File: src/rtl/text_console_cursor_engine_defines.svh
// Assertion macros shared by the text console cursor engine modules.
`ifndef TEXT_CONSOLE_CURSOR_ENGINE_DEFINES_SVH
`define TEXT_CONSOLE_CURSOR_ENGINE_DEFINES_SVH

// Same-cycle implication, checked on every rising clock edge outside reset.
`define TCC_ASSERT_IMP(label, ante, cons, msg) \
   label: assert property (@(posedge clock) disable iff (reset) (ante) |-> (cons)) \
      else $error(msg);

// Next-cycle implication, checked on every rising clock edge outside reset.
`define TCC_ASSERT_NXT(label, ante, cons, msg) \
   label: assert property (@(posedge clock) disable iff (reset) (ante) |=> (cons)) \
      else $error(msg);

`endif

File: src/rtl/tcc_pkg.sv
// Package of types, codes and constants for the text console cursor engine.
`timescale 1ns / 1ps
`default_nettype none

package tcc_pkg;

   localparam int DEFAULT_COLUMNS = 80;
   localparam int DEFAULT_ROWS    = 25;

   localparam int MODE_W   = 2;
   localparam int CHAR_W   = 8;
   localparam int NCOL_W   = 7;
   localparam int NROW_W   = 5;
   localparam int CIDX_W   = 11;
   localparam int CELL_W   = 16;
   localparam int COLOR_W  = 8;
   localparam int CSR_IDX_W = 1;

   localparam logic [CHAR_W-1:0]  CH_CR       = 8'd13;
   localparam logic [CHAR_W-1:0]  CH_LF       = 8'd10;
   localparam logic [CHAR_W-1:0]  CH_TAB      = 8'd9;
   localparam logic [CHAR_W-1:0]  CH_SPACE    = 8'd32;
   localparam logic [COLOR_W-1:0] RESET_COLOR = 8'd7;

   typedef enum logic [MODE_W-1:0] {
      MODE_PUT    = 2'd0,
      MODE_CURSOR = 2'd1,
      MODE_READ   = 2'd2,
      MODE_CLEAR  = 2'd3
   } tcc_mode_type;

   typedef enum logic [CSR_IDX_W-1:0] {
      CSR_CHAR_COLOR  = 1'b0,
      CSR_BLANK_COLOR = 1'b1
   } tcc_csr_type;

   typedef enum logic [2:0] {
      WR_NONE,
      WR_CHAR,
      WR_COPY,
      WR_BLANK,
      WR_RESET
   } tcc_wr_sel_type;

   typedef enum logic [2:0] {
      CUR_HOLD,
      CUR_SET,
      CUR_ADVANCE,
      CUR_NEWLINE,
      CUR_HOME
   } tcc_cur_op_type;

   typedef enum logic [3:0] {
      ST_INIT,
      ST_IDLE,
      ST_DECODE,
      ST_PUT,
      ST_NEWLINE,
      ST_SCROLL_RD,
      ST_SCROLL_WR,
      ST_FILL,
      ST_CLEAR,
      ST_READ,
      ST_DONE
   } tcc_state_type;

   typedef struct packed {
      logic           capture;
      logic           tab_load;
      logic           tab_dec;
      tcc_wr_sel_type wr_sel;
      logic           rd_cell;
      logic           rd_scroll;
      logic           walk_clr;
      logic           walk_inc;
      tcc_cur_op_type cur_op;
      logic           mark_scroll;
      logic           data_load;
      logic           rsp_load;
   } tcc_cmd_type;

   typedef struct packed {
      tcc_mode_type mode;
      logic         is_cr;
      logic         is_lf;
      logic         col_last;
      logic         line_last;
      logic         tab_last;
      logic         tab_more;
      logic         copy_last;
      logic         fill_last;
   } tcc_status_type;

endpackage

`default_nettype wire

File: src/rtl/tcc_controller.sv
// Controller state machine of the text console cursor engine.
`timescale 1ns / 1ps
`default_nettype none
`include "text_console_cursor_engine_defines.svh"

module tcc_controller (
   input  wire logic                    clock,
   input  wire logic                    reset,
   input  wire logic                    req_valid,
   output logic                         req_stall,
   output logic                         rsp_valid,
   input  wire logic                    rsp_stall,
   input  wire tcc_pkg::tcc_status_type status,
   output tcc_pkg::tcc_cmd_type         cmd
);
   import tcc_pkg::*;

   tcc_state_type state_ff, state_in;
   logic          rsp_valid_ff, rsp_valid_in;

   always_ff @(posedge clock) begin
      if (reset) begin
         state_ff     <= ST_INIT;
         rsp_valid_ff <= 1'b0;
      end else begin
         state_ff     <= state_in;
         rsp_valid_ff <= rsp_valid_in;
      end
   end

   always_comb begin
      state_in = state_ff;
      cmd      = '0;
      cmd.wr_sel = WR_NONE;
      cmd.cur_op = CUR_HOLD;

      case (state_ff)
         ST_INIT: begin
            cmd.wr_sel   = WR_RESET;
            cmd.walk_inc = 1'b1;
            if (status.fill_last) begin
               state_in = ST_IDLE;
            end
         end
         ST_IDLE: begin
            if (req_valid) begin
               cmd.capture = 1'b1;
               state_in    = ST_DECODE;
            end
         end
         ST_DECODE: begin
            case (status.mode)
               MODE_PUT: begin
                  cmd.tab_load = 1'b1;
                  if (status.is_cr) begin
                     state_in = ST_DONE;
                  end else if (status.is_lf) begin
                     state_in = ST_NEWLINE;
                  end else begin
                     state_in = ST_PUT;
                  end
               end
               MODE_CURSOR: begin
                  cmd.cur_op = CUR_SET;
                  state_in   = ST_DONE;
               end
               MODE_READ: begin
                  cmd.rd_cell = 1'b1;
                  state_in    = ST_READ;
               end
               MODE_CLEAR: begin
                  cmd.walk_clr = 1'b1;
                  state_in     = ST_CLEAR;
               end
               default: state_in = ST_DONE;
            endcase
         end
         ST_PUT: begin
            cmd.wr_sel  = WR_CHAR;
            cmd.tab_dec = 1'b1;
            if (status.col_last) begin
               state_in = ST_NEWLINE;
            end else begin
               cmd.cur_op = CUR_ADVANCE;
               state_in   = status.tab_last ? ST_DONE : ST_PUT;
            end
         end
         ST_NEWLINE: begin
            cmd.cur_op = CUR_NEWLINE;
            if (status.line_last) begin
               cmd.mark_scroll = 1'b1;
               cmd.walk_clr    = 1'b1;
               state_in        = ST_SCROLL_RD;
            end else begin
               state_in = status.tab_more ? ST_PUT : ST_DONE;
            end
         end
         ST_SCROLL_RD: begin
            cmd.rd_scroll = 1'b1;
            state_in      = ST_SCROLL_WR;
         end
         ST_SCROLL_WR: begin
            cmd.wr_sel   = WR_COPY;
            cmd.walk_inc = 1'b1;
            state_in     = status.copy_last ? ST_FILL : ST_SCROLL_RD;
         end
         ST_FILL: begin
            cmd.wr_sel   = WR_BLANK;
            cmd.walk_inc = 1'b1;
            if (status.fill_last) begin
               state_in = status.tab_more ? ST_PUT : ST_DONE;
            end
         end
         ST_CLEAR: begin
            cmd.wr_sel   = WR_BLANK;
            cmd.walk_inc = 1'b1;
            if (status.fill_last) begin
               cmd.cur_op = CUR_HOME;
               state_in   = ST_DONE;
            end
         end
         ST_READ: begin
            cmd.data_load = 1'b1;
            state_in      = ST_DONE;
         end
         ST_DONE: begin
            if (!rsp_valid_ff || !rsp_stall) begin
               cmd.rsp_load = 1'b1;
               state_in     = ST_IDLE;
            end
         end
         default: state_in = ST_IDLE;
      endcase
   end

   assign rsp_valid_in = cmd.rsp_load || (rsp_valid_ff && rsp_stall);
   assign rsp_valid    = rsp_valid_ff;
   assign req_stall    = state_ff != ST_IDLE;

   `TCC_ASSERT_NXT(a_accept_decodes, req_valid && !req_stall, state_ff == ST_DECODE, "accepted item not decoded")
   `TCC_ASSERT_NXT(a_no_phantom_rsp, rsp_valid_ff && !rsp_stall && state_ff != ST_DONE, !rsp_valid_ff, "result appeared without an item")
   `TCC_ASSERT_IMP(a_no_overwrite, cmd.rsp_load, !rsp_valid_ff || !rsp_stall, "result overwritten while stalled")

endmodule

`default_nettype wire

File: config.mk
export PLATFORM = sky130hd
export DESIGN_NAME = tcc_controller
export DESIGN_NICKNAME = d
export VERILOG_FILES = /design/src/rtl/tcc_pkg.sv /design/src/rtl/tcc_controller.sv
export VERILOG_INCLUDE_DIRS = /design/src /design/src/rtl
export SDC_FILE = /design/constraint.sdc
export NUM_CORES = 1
export LEC_CHECK = 0
export BUFFER_PORTS_ARGS = -buffer_cell sky130_fd_sc_hd__buf_2
export CORE_MARGIN = 2
export CORE_UTILIZATION = 47
export DETAILED_ROUTE_END_ITERATION = 7
export PLACE_DENSITY = 0.84
export RECOVER_POWER = 100
export REMOVE_ABC_BUFFERS = 1
export SYNTH_ARGS = -nofsm -noshare
export SYNTH_HDL_FRONTEND = slang
export SYNTH_SLANG_ARGS = --single-unit
File: constraint.sdc
create_clock -name clock -period 5.25 [get_ports clock]
set_clock_uncertainty 0.1 [all_clocks]
set_input_delay 1.05 -clock clock [delete_from_list [all_inputs] [get_ports clock]]
set_output_delay 1.05 -clock clock [all_outputs]
set_load 0.02 [all_outputs]
* Word-level counts from Yosys, hierarchy flattened
Cells that the tools add are included.
** Word-level totals
- Register bits after elaboration :: 5
- Latch bits :: 0
- Memory bits (writable) :: 0
- Bits in read-only memories :: 0
- Input port bits :: 14
- Output and inout port bits :: 18
- Word-level logic and storage cells :: 66
- Memories kept :: 0
** Cells by class
- Add/sub/neg operators :: 0
- Multiply operators :: 0
- Div/mod/pow operators :: 0
- Magnitude comparators :: 0
- Eq/ne operators :: 19
- Shift operators :: 0
- Mux-type cells :: 35
- Bitwise logic cells :: 0
- Reductions and logical operators :: 10
** Operator list (number)
- $pmux W4 S11 :: 1
- $mux W4 :: 10
- $pmux W3 S4 :: 2
- $eq A4 B3 Y1 const B :: 4
- $mux W1 :: 16
- $pmux W4 S4 :: 1
- $eq A4 B4 Y1 const B :: 3
- $ne A2 B2 Y1 const B :: 5
- $eq A4 B2 Y1 const B :: 2
- $mux W3 :: 2
- $reduce_and A5 Y1 :: 1
- $eq A2 B2 Y1 const B :: 2
- $eq A4 B1 Y1 const B :: 1
- $logic_not A4 Y1 :: 1
- $mux W2 :: 2
- $ne A4 B1 Y1 const B :: 1
- $reduce_or A4 Y1 :: 1
- $eq A2 B1 Y1 const B :: 1
- $logic_not A1 Y1 :: 2
- $logic_not A2 Y1 :: 1
- $logic_or A1 B1 Y1 :: 2
- $pmux W1 S2 :: 1
- $reduce_or A2 Y1 :: 1
- $logic_and A1 B1 Y1 :: 1

* Logic depth before layout (Yosys ltp)
Gate-level depths: netlist of the first run.
- Word-level depth :: 5
- Depth in mapped cells :: 6
- Mapped depth without buffers :: 4

* Worst setup path after synthesis of the first run
No wires, ideal clock.
- Kind :: input -> output
- Start point :: input status[8] (netlist bit)
- End point :: output cmd[9] (netlist bit)
- Arrival time :: 1.577 ns
- Required time :: 4.100 ns
- Setup slack :: 2.523 ns
- Stages :: 1
- Cell sequence :: nor3b_1
** On the way
- Word-level cells in the longest chain between the ends :: 3
** RTL lines
- start, declared :: RTL line tcc_controller.sv:13 : input wire tcc_pkg::tcc_status_type status,
- $eq A2 B2 Y1 :: RTL line tcc_controller.sv:52 : case (status.mode)
- $mux W1 :: RTL line tcc_controller.sv:52
- $mux W1 :: RTL line tcc_controller.sv:37 : case (state_ff)
- end, declared :: RTL line tcc_controller.sv:14 : output tcc_pkg::tcc_cmd_type cmd
No other way between the ends.

==> results of run 1 <==
## path summary, 6_finish.rpt
path,endpoint,depth (start not counted)
setup / recovery,cmd[9],3
hold / removal,rsp_valid,2
setup reg to reg,state_ff[0],4
hold reg to reg,rsp_valid,2
## power breakdown
group,total [uW],internal (uW),switching [uW]
registers,56.3,41.1,15.2
logic,82.9,34.3,48.6
clock network,43.7,28.7,15.0
## layout make-up
type	instances	area, um^2
Clock buffer	4	26.3
Fill cell	142	513
Inverter	4	15.0
Multi-Input combinational cell	75	479
Sequential cell	5	100
Tap cell	15	18.8
Timing Repair Buffer	31	133
## cells in the mapped netlist (all sizes together)
master,instances
nor4,1
o32a,1
o22ai,2
clkbuf,5
and2,2
o21ba,2
inv,4
a21oi,3
dfxtp,5
nor4b,1
o311ai,1
a211oi,2
nand3b,1
or4b,2
nand2,8
mux2i,1
a222oi,1
or2,1
o2bb2ai,2
or3b,1
o21ai,3
or3,1
and4b,1
and3,1
nor2,10
nor3b,1
nand3,2
a21o,3
nor3,8
o32ai,2
o22a,1
o21bai,2
o221a,1
o21a,1
or4bb,1
a31o,1
a31oi,1
buf,2
nand2b,3
## state kept, by name, indices dropped and copies added, names as in the netlist
| name | cells |
|---|---|
| state_ff | 4 |
| rsp_valid | 1 |
## cell usage in the layout (no fill, tap or decap), types with 2 or more instances in the layout
master      n
a211oi_1    2
a21o_1      3
a21oi_1     3
buf_2      13
clkbuf_1   19
clkbuf_4    3
dfxtp_1     5
inv_1       4
nand2_1     8
nand2b_1    3
nand3_1     2
nor2_1     10
nor3_1      8
o21ai_0     3
o21ba_2     2
o21bai_1    2
o22ai_1     2
o2bb2ai_1   2
o32ai_1     2
or4b_1      2
## layer usage
metal  vias to the layer above  part of all wire  GRT usage
met5                         -                 0          0
met4                         0                 0          0
met3                         0             0.065     0.0489
met2                        30              0.49      0.448
met1                       357              0.45      0.352
li1                        405                 -          -
## critical path, stage by stage (launching register included)
cell and delay, ns:
dfxtp_1 0.72, or4b_1 0.58, nor3b_1 0.24, clkbuf_1 0.26
## logic make-up after synthesis
group	share of synthesized area
AOI/OAI and AO/OA	0.348
buffers and inverters	0.0768
DFF	0.157
muxes	0.0157
and+or+nand+nor	0.402
## stage by stage
step           power (uW)  instance area (um^2)  cells
2_1_floorplan         115                   602     84
4_1_cts               189                   802    134
5_1_grt               202                   772    134
3_5_place_dp          144                   776    130
3_3_place_gp          142                   776    130
6_report              183                   772    134
==> results.txt, run 1 <==
The transition time of the tightest slew-check pin came out at 0.696 ns. The number of antenna violations at the first check in global routing was 0. The worst setup path is captured at an output pin. The width of the die was 40.8 um.

The run gives 0 as the antenna diode count. For this design the static power due to leakage is 0.000288 uW. The tools report the HPWL reported at the end of detailed placement as 1320 um. For the data arrival at the endpoint of the critical path, the log shows 2.04 ns. The post-synthesis cell type with the largest combined area was dfxtp_1. The placement-stage worst setup slack is 2.42 ns. The die span in y was 40.8 um. The maximum number of pins on one net before global-route repair is 24, and the final hold violation count is 0. In this run the critical register-to-register path is launched from state_ff[0]. 32 I/O pins were placed.

Maximum vdd drop: 0.105 mV. The share of the cycle needed by the critical path after routing is 0.607, and the ratio of routed vias to standard cells is 5.91. The overall track demand over capacity in global routing is 0.259, and the maximum clock insertion buffer count is 2. The tools report the sequential fraction of the synthesis area as 0.157. After global routing the overflow that remains totals 0. The via count of the first global-routing pass was 647; the final critical delay including setup and external delays was 3.19 ns. Setup violations remaining at the end of the flow were counted as 0.

After clock tree synthesis, the clock-pin slew on the worst setup and hold paths is 0.05 ns. Category of the most critical setup path: register to output pin. Hold is met by 0.406 ns.

Along the worst path, the maximum fanout reaches 21. In this run the worst hold path is classified as register to register. For the worst-skew pair, the clock arrives at the later sink with an insertion delay of 0.24 ns. The startpoint of the most critical hold path is rsp_valid. The mean instance size in the synthesized netlist is 6.98 um^2. The floorplan has 13 rows.

The effective utilization at floorplan was 0.495; the area of the core region was 0.00128 mm^2. The run gives 0.601 as the core occupancy in the finished layout. The timing startpoint of the critical path was state_ff[1]. The flow ran to the end, and the final reports show no timing, DRC or antenna violations. Ranked by total cell area, the synthesized netlist is headed by dfxtp_1, nor3_1, nor2_1.

The max-slew violation total from the final report was 0. The total CTS buffers is 3, and the top cell type's share of synthesized area is 0.157. The logs give 0 for the DRC violations left and 3.08 ns for the reg2reg setup slack.

Share of cells above drive strength 1: 0.176. The number of buffers added to fix hold violations after cts was 0. Yosys printed 0 warnings.

The tools report the data required time at the worst endpoint as 4.10 ns. Based on the critical path, the design can be clocked at up to 0.314 GHz. The total via count after detailed routing was 792.

The tool flagged a number of max-cap violations equal to 0. The count of nets left with antenna violations once routing finished came out at 0. After the last flow step, the layout net total stands at 134.

Count of distinct cell types in the synthesized netlist: 40. Once the clock tree was built, the setup fixing pass inserted 0 buffers. The count of state elements after synthesis was 5; the number of gates resized after CTS was 0. The detailed router finished its first iteration with 29 violations. After routing, the total negative slack on setup checks comes to 0 ns.

The count of port buffers added during placement came out at 31. The area growth from synthesis to layout is 21.5%. CTS saw 5 sinks.

CTS placed an instance of clkbuf_4 at the clock tree root. Power spread over the standard cell area amounts to 237 mW/mm^2. The CTS H-tree depth was 1; the total standard cell area after synthesis was 636 um^2.

The logs give 0.878 for the final weighted congestion of routability-driven global placement and 0.00166 mm^2 for the full die area. The tools report the kind of launch point of the worst setup path as a register. After layout, the worst setup slack is 2.06 ns. The run gives 4 as the number of iterations in the first detailed-routing pass. Setup repair after global routing left no endpoint under its margin. The first global-routing pass estimated 2930 um of wire. The headroom to the max-slew limit is 0.535. Counting every instance in the synthesized netlist gives 91.

Average wire per standard cell: 13.0 um. TritonCTS built the clock tree. Wires add up to 1750 um.
(Power assumes the default switching activity.)
==> inputs of run 2 (changes only) <==
--- a/config.mk
+++ b/config.mk
@@ -8,9 +8,9 @@
 export LEC_CHECK = 0
 export BUFFER_PORTS_ARGS = -buffer_cell sky130_fd_sc_hd__buf_2
 export CORE_MARGIN = 2
-export CORE_UTILIZATION = 47
+export CORE_UTILIZATION = 44
 export DETAILED_ROUTE_END_ITERATION = 7
-export PLACE_DENSITY = 0.84
+export PLACE_DENSITY = 0.8
 export RECOVER_POWER = 100
 export REMOVE_ABC_BUFFERS = 1
 export SYNTH_ARGS = -nofsm -noshare
==> constraint.sdc (replaced) <==
create_clock -name clock -period 3.25 [get_ports clock]
set_clock_uncertainty 0.1 [all_clocks]
set_input_delay 0.65 -clock clock [delete_from_list [all_inputs] [get_ports clock]]
set_output_delay 0.65 -clock clock [all_outputs]
set_load 0.02 [all_outputs]
==> results.txt, run 2 (same netlist as run 1, synthesis figures left out) <==
The worst path in the final design needs a cycle of 2.71 ns, including I/O delays and setup. The run gives 0 as the setup-violating endpoint count in the final report. The gate family responsible for the most delay along the worst path was simple AND/OR/NAND/NOR gates. The end point of the worst hold path is rsp_valid.

The total CTS buffers was 3. TritonCTS built the clock tree. The number of cells on the worst hold path came out at 2. The tools report the core occupancy in the finished layout as 0.588.

The largest fanout on the critical path was 21. The ratio of routed vias to standard cells was 5.81; the total via count after detailed routing was 778. Once placement finished, the instance area stood at 776 um^2.

For the number of standard cells in the final layout excluding fillers, the log shows 134. The tools report the number of setup buffers added after CTS as 0. The final weighted congestion of routability-driven global placement came out at 0.823.

Final sum of negative setup slack: 0 ns. The flow ran to the end, and the final reports show no timing, DRC or antenna violations. Count of buffering cells on the critical path with inverters included: 1. Register bank with the most flops: state_ff.

During I/O placement, the number of pins put on the boundary was 32. Timing would allow up to 0.369 GHz. Overall track demand over capacity in global routing: 0.207. 0 antenna diodes ended up in the layout.

The depth of the worst register-to-register path was 4; the final instance area was 774 um^2. The final hold violation count was 0. STA classifies the critical path endpoint as an output pin. The worst hold path begins at rsp_valid. The biggest cell delay along the critical path was 0.70 ns. Across all register-to-register paths, the minimum setup slack is 1.08 ns. The category of the most critical setup path was register to output pin.

For the worst setup path, the data arrival time is 1.96 ns. Entering global routing, the biggest net connects 24 pins. The tools report the headroom to the max-slew limit as 0.539. The slowest stage of the critical path belongs to the cell dfxtp_1. Max-cap violations in this run came to 0. The via count of the first global-routing pass came out at 627. The signal on the critical path passes through or4b_1 -> nor3b_1 -> clkbuf_1. The share of the cycle needed by the critical path after routing was 0.833. The floorplan step defined a core boundary enclosing 0.00132 mm^2.

The HPWL reported at the end of detailed placement is 1230 um, and the DRC violations left is 0. In this run, post-CTS repair resized a total of 0 instances. The effective utilization at floorplan was 0.482. The number of buffers added to fix hold violations after cts is 0, and the insertion delay to the later sink of the worst-skew pair is 0.25 ns. The min-delay analysis places its worst path in the category register to register. Average wire per standard cell: 13.1 um.

The endpoint identified for the worst register-to-register timing path is state_ff[0]. The library cells used most frequently in the layout, excluding fill and tap cells, are clkbuf_1, buf_2, nor2_1. The die is 42.0 um wide. The CTS sink count was 5; the count of port buffers added during placement was 31.

The logs give 0 for the max-slew violation total from the final report and 0.000293 uW for the static leakage power. The register with the most flip-flops in the layout has 4 of them. The overall overflow remaining after global route is 0, and the maximum vdd drop is 0.192 mV.

At the placement stage, the worst setup path has a slack of 0.901 ns. After clock tree synthesis, the clock-pin slew on the worst setup and hold paths is 0.05 ns. Once detail routing completed, the nets flagged for antenna violations numbered 0. Fill cells in the final layout number 144. In this run the critical register-to-register path is launched from state_ff[0]. The full die area was 0.00176 mm^2. The clock passes through at most 2 buffers. Area added between synthesis and finish: 21.9%. The pre-antenna-repair detailed-routing pass consisted of 4 iterations. Across all setup checks in the final design, the least slack found is 0.542 ns.

The library cell used most frequently in the layout, excluding fill and tap cells, is clkbuf_1. The tree is rooted in a clkbuf_4. The die is 42.0 um tall. The first-pass GRT wire length was 2800 um; the number of antenna violations at the first check in global routing was 0.

Setup repair after global routing left no endpoint under its margin. In this run, placement finished with an instance count of 130. The data required time at the worst endpoint was 2.50 ns; the detailed router's first-iteration violation count was 14.

Power spread over the standard cell area amounts to 389 mW/mm^2. Number of placement rows: 13. At the end of the flow, the number of nets in the layout was 134. The share of cells above drive strength 1 came out at 0.193. The CTS H-tree depth was 1; the transition time of the tightest slew-check pin was 0.690 ns. For this block, the routed nets add up to 1760 um of wire. STA classifies the critical path startpoint as a register.
## run 2: cell count changes in the layout (fill, tap and decap cells not counted), sizes merged
cell / delta
clkbuf: -2
buf: +1
clkinv: +1
## run 2: worst register-to-register path: stages (launching register included)
cell and delay [ns]:
dfxtp_1 0.72, or4b_1 0.55, o22a_1 0.25, and2_0 0.18, o221a_1 0.25
## run 2: metal layers
layer	wire length (um)	vias to the layer above	track usage
met3	115	2	0.0517
met1	797	342	0.260
met5	0	-	0
met2	836	29	0.338
met4	13	0	0.0774
li1	-	405	-
## run 2: worst max-delay path by stage
stage / startpoint / endpoint / cells past startpoint / slack (ns)
finish: state_ff[1] / cmd[9] / 3 / 0.54
global route: state_ff[1] / cmd[9] / 3 / 0.43
CTS: state_ff[1] / cmd[9] / 3 / 0.63
floorplan: state_ff[1] / cmd[9] / 2 / 0.84
global placement: state_ff[1] / cmd[9] / 3 / 0.92
detailed placement: state_ff[1] / cmd[9] / 3 / 0.90
## run 2: stage by stage
| step | power [uW] | hold WS [ns] |
|---|---|---|
| global route | 327 | 0.483 |
| CTS | 312 | 0.438 |
| global placement | 229 | 0.395 |
| finish | 301 | 0.437 |
| floorplan | 186 | 0.465 |
| detailed placement | 231 | 0.392 |
## run 2: layout make-up
type                            instances  area [um^2]  area share
Inverter                                4         15.0      0.0194
Sequential cell                         5          100       0.129
Clock inverter                          1         5.00     0.00646
Clock buffer                            3         22.5      0.0291
Timing Repair Buffer                   31          134       0.173
Tap cell                               15         18.8      0.0242
Multi-Input combinational cell         75          479       0.619
## run 2: power breakdown
part | switching [uW] | leakage [uW] | internal, uW
sequential | 24.0 | 0.0000406 | 66.2
combinational | 78.0 | 0.000234 | 56.3
clock | 32.1 | 0.0000177 | 44.9
total | 134 | 0.000293 | 167
==> inputs of run 3 (changes only) <==
--- a/config.mk
+++ b/config.mk
@@ -6,6 +6,7 @@
 export SDC_FILE = /design/constraint.sdc
 export NUM_CORES = 1
 export LEC_CHECK = 0
+export ABC_AREA = 1
 export BUFFER_PORTS_ARGS = -buffer_cell sky130_fd_sc_hd__buf_2
 export CORE_MARGIN = 2
 export CORE_UTILIZATION = 44
==> constraint.sdc (replaced) <==
create_clock -name clock -period 2.75 [get_ports clock]
set_clock_uncertainty 0.1 [all_clocks]
set_input_delay 0.55 -clock clock [delete_from_list [all_inputs] [get_ports clock]]
set_output_delay 0.55 -clock clock [all_outputs]
set_load 0.02 [all_outputs]
==> results.txt, run 3 <==
The run finished with clean final reports. In this design, the stage delay of the slowest critical-path cell is 0.48 ns. The run gives 0 as the max-slew violation total from the final report.

Fill cells in the final layout number 152. By area the synthesized netlist is led by nand2_1, dfxtp_1, nor2_1. The run gives 862 as the total via count after detailed routing. The detail route stage leaves a number of antenna-violating nets equal to 0.

In the synthesized netlist, the cells that appear most often are nand2_1, nor2_1, inv_1. The logs give 759 for the via count of the first global-routing pass and 19 for the count of distinct cell types in the synthesized netlist. The critical path contains buffers and inverters numbering 3 combined. The first detailed-routing pass ran for 4 iterations. The CTS H-tree depth was 1. The number of clock buffers added by TritonCTS is 3. Following the worst setup path forward leads to its endpoint at cmd[10].

TritonCTS built the clock tree. The worst setup path is launched from a register. After the flow finishes, the layout carries non-filler instances totaling 174.

The count of buffers added on input and output ports is 31. The number of antenna violations at the first check in global routing is 0, and the data arrival at the endpoint of the critical path is 1.75 ns. For this run, design rule violations remaining after detail routing come to 0. In this run the post-CTS setup repair buffer count came out at 0.

The die covers 0.00172 mm^2. Among cell families on the critical path, the largest total delay comes from simple AND/OR/NAND/NOR gates. The synthesized design contains 5 register bits. The worst hold path begins at rsp_valid. The cell count after synthesis came out at 124. The routed design has 1740 um of wire. Summed over all layers, the global routing overflow is 0.

The fraction of registers with async set/reset came out at 0. A synthesized cell averages 4.99 um^2. The setup-violating endpoint count in the final report was 0; the layout net count was 174. The cell at the slowest stage of the critical path is nor2_1. For the worst-skew pair, the clock arrives at the later sink with an insertion delay of 0.24 ns.

The slack of the critical path came out at 0.349 ns. The tools report the effective utilization at floorplan as 0.476. Across the run, the number of max-cap violations was 0. The floorplan step set the die height to 41.5 um.

After synthesis the cells add up to 619 um^2. The final hold violation count was 0. STA classifies the critical path endpoint as an output pin. The worst register-to-register path begins at state_ff[2]. The clock-pin transition on the worst setup and hold timing paths was 0.04 ns; the average wire per standard cell was 9.98 um.

Of all cell types, the one taking the most synthesized area is nand2_1. The first-pass GRT wire length was 2840 um. Worst hold-check path type: register to register. The sequential cells in the finished layout cover a total of 100 um^2. The tools report the placement-stage worst setup slack as 0.822 ns. For the final sum of negative setup slack, the log shows 0 ns.

The highest attainable clock frequency is 0.416 GHz, and the number of I/O pins is 32. Counting flops with a built-in enable in the synthesized netlist gives 0. The total power divided by cell area is 889 mW/mm^2. The dominant synthesized flop cell was dfxtp_1. The number of buffers added to fix hold violations after cts is 0, and the number of gates resized after CTS is 0. Entering global routing, the biggest net connects 9 pins.

The share of cells above drive strength 1 was 0.132; the top cell type's share of synthesized area was 0.212. The largest fanout on the critical path works out to 8. The depth of the worst register-to-register path was 8. The CTS sink count is 5.

The area of the core region was 0.00130 mm^2; the share of the cycle needed by the critical path after routing was 0.873. Traced cell by cell, the critical path runs through inv_2 -> nor2_1 -> nand2_4 -> nand2_1 -> inv_1 -> o21ai_0 -> clkbuf_1. For the pin with the worst max-slew slack, the measured transition is 0.620 ns. The area of combinational cells with multiple inputs is 413 um^2, and the final weighted congestion of routability-driven global placement is 0.931. Leaving out fill and tap cells, the most frequent cells in the layout are nand2_1, nor2_1, inv_1. The critical path is of the register to output pin type. The floorplan step set the die width to 41.5 um. The floorplan has 13 rows.

The critical path starts at state_ff[2]. The worst register-to-register path has a setup slack of 1.04 ns. The antenna diode count was 0. Flip-flop count of the largest register after layout: 4. The register bank with the most flops is state_ff. The maximum vdd drop came out at 0.410 mV. Summed over all nets, the half-perimeter wirelength after detailed placement is 1470 um.

For the sequential fraction of the synthesis area, the log shows 0.162. Setup repair after global routing left no endpoint under its margin. In this run the critical register-to-register path is captured at state_ff[1]. The tools report the detailed router's first-iteration violation count as 27. The root buffer cell chosen for the clock tree is clkbuf_4.

Critical path depth: 7. The data required time at the worst endpoint is 2.10 ns, and the ratio of routed vias to standard cells is 4.95. The area added between synthesis and finish was 26.9%.

After detailed placement, the design holds a cell count of 170. The dominant cell by count in the synthesized netlist is nand2_1. For this run, the number of Yosys warnings is 0. The worst path in the final design needs a cycle of 2.40 ns, including I/O delays and setup. The headroom to the max-slew limit was 0.585. The tools report the maximum clock insertion buffer count as 2.

The static leakage power came out at 0.000454 uW. Leaving out fill and tap cells, the most frequent cell in the layout is nand2_1. For the overall track demand over capacity in global routing, the log shows 0.206.
[run 3: worst min path at each step]
stage                   to  slack (ns)  cells after the start
6_report         rsp_valid        0.41                      2
4_1_cts          rsp_valid        0.42                      2
5_1_grt        state_ff[1]        0.43                      2
3_5_place_dp     rsp_valid        0.41                      2
3_3_place_gp     rsp_valid        0.38                      2
2_1_floorplan  state_ff[3]        0.39                      2
[run 3: cell families (layout without fill, tap and decap cells)]
group                  count (synthesis)  count (layout)  synth area share
buffers and inverters                 25              60             0.152
AOI/OAI and AO/OA                     12              12             0.117
DFF                                    5               5             0.162
and+or+nand+nor                       82              82             0.570
[run 3: cell type report]
class / count / share of cell area
Inverter: 25 / 0.119
Clock buffer: 4 / 0.0334
Sequential cell: 5 / 0.127
Tap cell: 15 / 0.0239
Multi-Input combinational cell: 94 / 0.525
Timing Repair Buffer: 31 / 0.170
[run 3: metrics by stage]
step / util / hold slack (ns) / power, uW / area [um^2]
after floorplan: - / 0.386 / 505 / 619
after global placement: 0.610 / 0.377 / 637 / 793
after detailed placement: 0.610 / 0.411 / 641 / 793
after CTS: 0.630 / 0.417 / 727 / 820
after global routing: 0.604 / 0.434 / 774 / 786
final: 0.604 / 0.415 / 698 / 786
[run 3: power breakdown]
group / internal [uW] / switching, uW / total [uW]
Combinational: 142 / 350 / 492
Clock: 54.7 / 27.9 / 82.6
Sequential: 94.0 / 29.4 / 123
[run 3: worst register-to-register path, stage by stage, from the launching register on]
cell     delay, ns
dfxtp_1       0.38
inv_2         0.06
nor2_1        0.48
nand2_1       0.20
nor2_1        0.14
nor2_1        0.06
nand2_1       0.07
nand2_1       0.05
a21oi_1       0.11
[run 3: per-layer routing]
layer  track usage  vias to the layer above  share of wire
met5             0                        -              0
met4         0.135                        0          0.027
met3        0.0435                        8          0.080
met2         0.347                       42           0.47
met1         0.230                      356           0.43
li1              -                      456              -
